## src/sv/dpf_pkg.sv

```systemverilog
// Shared constants for the duplicate packet filter.
package dpf_pkg;

    // Default number of source rows.
    localparam int DPF_NUM_SOURCES = 256;
    // Default number of sequence numbers kept per source.
    localparam int DPF_HIST = 8;
    // Width of the source index field.
    localparam int DPF_SRC_W = 8;
    // Number of distinct source index values.
    localparam int DPF_SRC_VALUES = 1 << DPF_SRC_W;
    // Width of a sequence number.
    localparam int DPF_SEQ_W = 32;

endpackage

```

## src/sv/dpf_row_update.sv

```systemverilog
// Compares a sequence number against one history row and builds the updated row.
module dpf_row_update import dpf_pkg::*; #(
    parameter int HIST = DPF_HIST
) (
    input  logic [HIST*DPF_SEQ_W + $clog2(HIST+1) + (HIST > 1 ? $clog2(HIST) : 1)-1:0] i_row,
    input  logic [DPF_SEQ_W-1:0] i_seq,
    output logic                 o_hit,
    output logic [HIST*DPF_SEQ_W + $clog2(HIST+1) + (HIST > 1 ? $clog2(HIST) : 1)-1:0] o_row
);

    localparam int FCW   = $clog2(HIST + 1);
    localparam int OSW   = (HIST > 1) ? $clog2(HIST) : 1;
    localparam int SLOTW = HIST * DPF_SEQ_W;

    logic [FCW-1:0]       w_fill;
    logic [OSW-1:0]       w_oldest;
    logic                 w_full;
    logic [OSW-1:0]       w_wr_idx;
    logic [HIST-1:0]      w_match;
    logic [FCW-1:0]       w_next_fill;
    logic [OSW-1:0]       w_next_oldest;
    logic [SLOTW-1:0]     w_next_slots;

    assign w_fill   = i_row[SLOTW +: FCW];
    assign w_oldest = i_row[SLOTW + FCW +: OSW];
    assign w_full   = (w_fill == FCW'(HIST));

    // One compare per slot; only slots below the fill count take part.
    always_comb begin
        for (int k = 0; k < HIST; k++) begin
            w_match[k] = (FCW'(k) < w_fill) && (i_row[k*DPF_SEQ_W +: DPF_SEQ_W] == i_seq);
        end
    end

    assign o_hit = |w_match;

    // A new number goes to the next free slot, or over the oldest once the row is full.
    assign w_wr_idx = w_full ? w_oldest : w_fill[OSW-1:0];

    always_comb begin
        for (int k = 0; k < HIST; k++) begin
            w_next_slots[k*DPF_SEQ_W +: DPF_SEQ_W] = (w_wr_idx == OSW'(k)) ?
                i_seq : i_row[k*DPF_SEQ_W +: DPF_SEQ_W];
        end
    end

    // Fill count grows until the row is full; after that the oldest pointer rotates.
    always_comb begin
        w_next_fill   = w_fill;
        w_next_oldest = w_oldest;
        if (w_full) begin
            if (w_oldest == OSW'(HIST - 1)) begin
                w_next_oldest = '0;
            end else begin
                w_next_oldest = w_oldest + OSW'(1);
            end
        end else begin
            w_next_fill = w_fill + FCW'(1);
        end
    end

    assign o_row = {w_next_oldest, w_next_fill, w_next_slots};

endmodule

```

## config.mk

```make
export PLATFORM = sky130hd
export DESIGN_NAME = dpf_row_update
export DESIGN_NICKNAME = d
export VERILOG_FILES = /design/src/sv/dpf_pkg.sv /design/src/sv/dpf_row_update.sv
export SDC_FILE = /design/constraint.sdc
export NUM_CORES = 1
export LEC_CHECK = 0
export ABC_AREA = 1
export BUFFER_PORTS_ARGS = -buffer_cell sky130_fd_sc_hd__clkbuf_2
export CORE_AREA = 2 2 217 219
export DETAILED_ROUTE_END_ITERATION = 8
export DIE_AREA = 0 0 219 221
export SLEW_MARGIN = 20
export SYNTH_ARGS = -nofsm -noshare
export SYNTH_HDL_FRONTEND = slang
export SYNTH_SLANG_ARGS = --single-unit
```

## constraint.sdc

```tcl
create_clock -name vclk -period 1.6
set_clock_uncertainty 0.2 [all_clocks]
set_input_delay 0.08 -clock vclk [all_inputs]
set_output_delay 0.08 -clock vclk [all_outputs]
set_load 0.02 [all_outputs]
```

After elaboration in Yosys (flattened, before gate mapping)

Cells that the tools add are included.

Register bits: 0
Latch bits: 0
RAM bits: 0
Memory bits (read-only): 0
Input port bits: 295
Memories kept: 0

Add/sub/neg operators: 2
$mul: 0
Divide/modulo/power cells: 0
Magnitude comparators: 8
Equality and inequality tests: 17
Shifts and indexed selects: 0
Multiplexer cells: 12
Bitwise gates (word level): 0
Reduce and logical (&&, ||, !) cells: 10

Operator list:

| operator              | count |
|---|---|
| $eq A32 B32 Y1        | 8 |
| $mux W32              | 8 |
| $lt A3 B4 Y1 const A  | 4 |
| $eq A3 B3 Y1 const B  | 5 |
| $mux W3               | 3 |
| $logic_and A1 B1 Y1   | 8 |
| $lt A1 B4 Y1 const A  | 2 |
| $lt A2 B4 Y1 const A  | 2 |
| $reduce_or A8 Y1      | 1 |
| $eq A3 B2 Y1 const B  | 2 |
| $add A4 B1 Y4 const B | 1 |
| $eq A4 B4 Y1 const B  | 1 |
| $mux W4               | 1 |
| $add A3 B1 Y3 const B | 1 |
| $eq A3 B1 Y1 const B  | 1 |
| $logic_not A3 Y1      | 1 |

Depth between registers and ports, before layout

Word-level depth: 4
Gate-level depth with buffers: 13
Depth with buffers taken out: 12

Least setup slack after synthesis

No wires, ideal clock.

Path type: input port to output port
Start: input port i_row[256] (netlist bit)
End: output port o_row[127] (netlist bit)
Arrival: 1.730 ns
Slack: -0.410 ns
Stages on the path: 7
Buffers on the path: 1
Cells stage by stage: inv_1 > ha_1 > nand3_4 > a21oi_2 > nand3_2 > buf_4 > o21ai_0

Word-level cells in the longest chain between the ends: 4

Ends and longest elaborated chain:

| item            | line                 | RTL |
|---|---|---|
| start, declared | dpf_row_update.sv:5  | `input logic [HIST*DPF_SEQ_W + $clog2(HIST+1) + (HIST > 1 ? $clog2(HIST) : 1)-1:0] i_row,` |
| $eq A4 B4 Y1    | dpf_row_update.sv:26 | `assign w_full = (w_fill == FCW'(HIST));` |
| $mux W3 *       | dpf_row_update.sv:38 | `assign w_wr_idx = w_full ? w_oldest : w_fill[OSW-1:0];` |
| $eq A3 B2 Y1 *  | dpf_row_update.sv:42 | `w_next_slots[k*DPF_SEQ_W +: DPF_SEQ_W] = (w_wr_idx == OSW'(k)) ?` |
| $mux W32 *      | dpf_row_update.sv:42 |  |
| end, declared   | dpf_row_update.sv:8  | `output logic [HIST*DPF_SEQ_W + $clog2(HIST+1) + (HIST > 1 ? $clog2(HIST) : 1)-1:0] o_row` |

Every way passes the cells marked *; elsewhere a longest branch is shown, timed or not.

Final worst setup path

Start: input port i_row[256] (netlist bit)
End: output port o_row[128] (netlist bit)

Word-level cells in the longest chain between the ends: 4

Ends and longest elaborated chain:

| item           | line |
|---|---|
| $eq A4 B4 Y1   | dpf_row_update.sv:26 |
| $mux W3 *      | dpf_row_update.sv:38 |
| $eq A3 B3 Y1 * | dpf_row_update.sv:42 |
| $mux W32 *     | dpf_row_update.sv:42 |

Marks and branches as above.

==> out/qor.yml <==
critical-path-top-delay-family: "buffers and inverters"
period_share_pct: 130.7
syn_area_sq_mm: 0.006559
setup_tns_ps: -92240
yosys_warnings: 0
drtIter0Drc: 705
synth_top_cell_by_area: "nand2_1"
fill_cells: 5012
clkbuf_count: 0
globalplace.congestion: 0.9560
crit_start: "i_row[256]"
worst-slew-pin-transition_ps: 557.2
grt_setup_unrepaired: "yes"
area_delta_synth_final_pct: 129.7
track_usage_pct: 20.33
final_antenna_net_count: 0
route.detailed.drc: 0
wl_met3_mm: 3.106
netlist_instances: 1326
slowest_stage: "o21ai_4"
drive_gt1_share_pct: 54.30
holdCritPathClass: "in2out"
cp_data_arrival_time_ps: 1810
slowest_delay_ps: 210
cap_violations: 0
slew_headroom_pct: 62.81
path_buf_inv: 7
worst-path-max-fanout: 9
critPathRequiredTime_ps: 1320
power.leakage_nw: 7.661
final_nets: 2359
die_area_sq_mm: 0.04840
status: "complete, but fails checks"
routed_via_density: 4.453
fp.dieH_microns: 221
critPathLaunchType: "primary input"
wl_mm: 56.09
hpwl_mm: 43.07
syn-num-nets: 1626
yosysTopAreaCellShare_pct: 27.53
postLayoutCoreUtil_pct: 32.71
worst-setup-path-type: "in2out"
postSynthAreaPerCell_sq_um: 4.946
dr.pass1.iters: 5
synth.yosys.seq_area_share_pct: 0
routedWlPerCell_microns: 21.04
drv_slew: 0
core_sq_mm: 0.04606
grt_start_max_net_pins: 43
regArea_sq_um: 0
fmax_mhz: 478.2
worstPathCellList: "buf_8, clkinvlp_4, ha_4, nand3_4, o21ai_4, buf_6, buf_12, nand3_4, buf_12, clkbuf_16, o21ai_2, buf_6"
grt-ovfl-total: 0
finalSetupViolCount: 257
power_density_mw_per_mm2: 374.9
cp-end-kind: "output pin"
rows: 79
wl_met2_mm: 27.88
seq_cell_count: 0
min_period_ps: 2091
hold_viol_final: 0
finalWorstSetupSlack_ps: -491.2
grt_pass1_vias: 10990
die_x_microns: 219
port-buffer-count: 559
synth_common_cells: "nand2_1, o21ai_0, xnor2_1, nor2_1, inv_1"
synthDistinctLibCells: 25
synthTopCellsByArea: "nand2_1, o21ai_0, xnor2_1"
initial_core_util_pct: 14.24
multi_input_area_sq_mm: 0.007492
violations: "setup timing"
yosysMostFrequentCell: "nand2_1"
max-vdd-ir-drop_uv: 175.8
grt_antenna_before_repair: 1
vias: 11870
power_w: 0.005650
grt_pass1_wl_mm: 72.85
cp-endpoint: "o_row[128]"
cp_num_cells: 12
ios: 559
drt-met1-wl_mm: 22.77
highest_layer: "met4"
timing.hold.ws_ps: 290.4
[layer usage]
metal	GRT usage, %	up-vias
met3	1.746	107
met2	37.82	590
li1	-	5688
met5	0	-
met1	24.67	5486
met4	5.471	0
[worst min-delay path by stage]
stage                    start          to  slack [ps]  depth (start not counted)
floorplan           i_row[256]  o_row[256]          90                          1
global placement      i_row[4]    o_row[4]         320                          4
detailed placement  i_row[134]  o_row[134]         310                          4
CTS                 i_row[249]  o_row[249]         310                          4
global route        i_row[228]  o_row[228]         310                          4
finish              i_row[254]  o_row[254]         290                          4
[through the flow]
stage	worst slack, ps	std cells	area [sq um]
3_5_place_dp	-638.1	2631	12970
4_1_cts	-503.8	2652	13930
5_1_grt	-544.2	2665	15070
3_3_place_gp	-603.7	2631	12970
6_report	-491.2	2666	15070
2_1_floorplan	-215.7	1326	7895
[timing repair]
| action | in CTS | in global routing |
|---|---|---|
| cloned | 7 | 10 |
| setup endpoints to repair | 257 | 260 |
| pin swaps | 6 | 23 |
| hold buffers | 0 | 0 |
| setup buffers | 14 | 4 |
| gates resized for setup | 183 | 381 |
[cell usage in the layout (no fill, tap or decap), types with 7 or more instances in the layout]
master | synthesis | routed
nand2_2 | 0 | 52
xnor2_1 | 123 | 122
buf_16 | 0 | 13
buf_6 | 0 | 67
o21ai_4 | 0 | 89
nand3_4 | 1 | 9
o21ai_0 | 272 | 26
clkbuf_8 | 0 | 10
nand4_1 | 19 | 19
buf_12 | 0 | 28
xor2_1 | 52 | 52
nor2_1 | 114 | 98
nand2_4 | 0 | 28
inv_1 | 95 | 88
buf_2 | 50 | 10
nand3_1 | 27 | 26
nor2_2 | 0 | 12
clkbuf_2 | 6 | 405
clkbuf_4 | 0 | 16
o22ai_1 | 7 | 7
buf_8 | 0 | 28
o21ai_1 | 10 | 90
nand2_1 | 481 | 401
o21ai_2 | 2 | 79
buf_4 | 12 | 246
[power by group]
| group | switching (W) | internal [W] | total (W) |
|---|---|---|---|
| sequential | 0 | 0 | 0 |
| clock | 0 | 0.000000000168 | 0.000000000168 |
| combinational | 0.00324 | 0.00241 | 0.00565 |
| total | 0.00324 | 0.00241 | 0.00565 |
[area by class of cell]
class	count	share of cell area [%]
Timing Repair Buffer	829	42.64
Inverter	98	2.566
Tap cell	607	5.040
Antenna cell	2	0.03321
Multi-Input combinational cell	1130	49.72
[cell families after synthesis]
logic type	after synthesis	synth area share [%]
adder cells (fa/ha/maj)	5	0.9538
XOR/XNOR	175	23.37
AO/OA/AOI/OAI	295	22.89
buffers and inverters	196	12.97
AND/OR/NAND/NOR	655	39.81
Note: power is estimated with default switching activity, not from simulation.
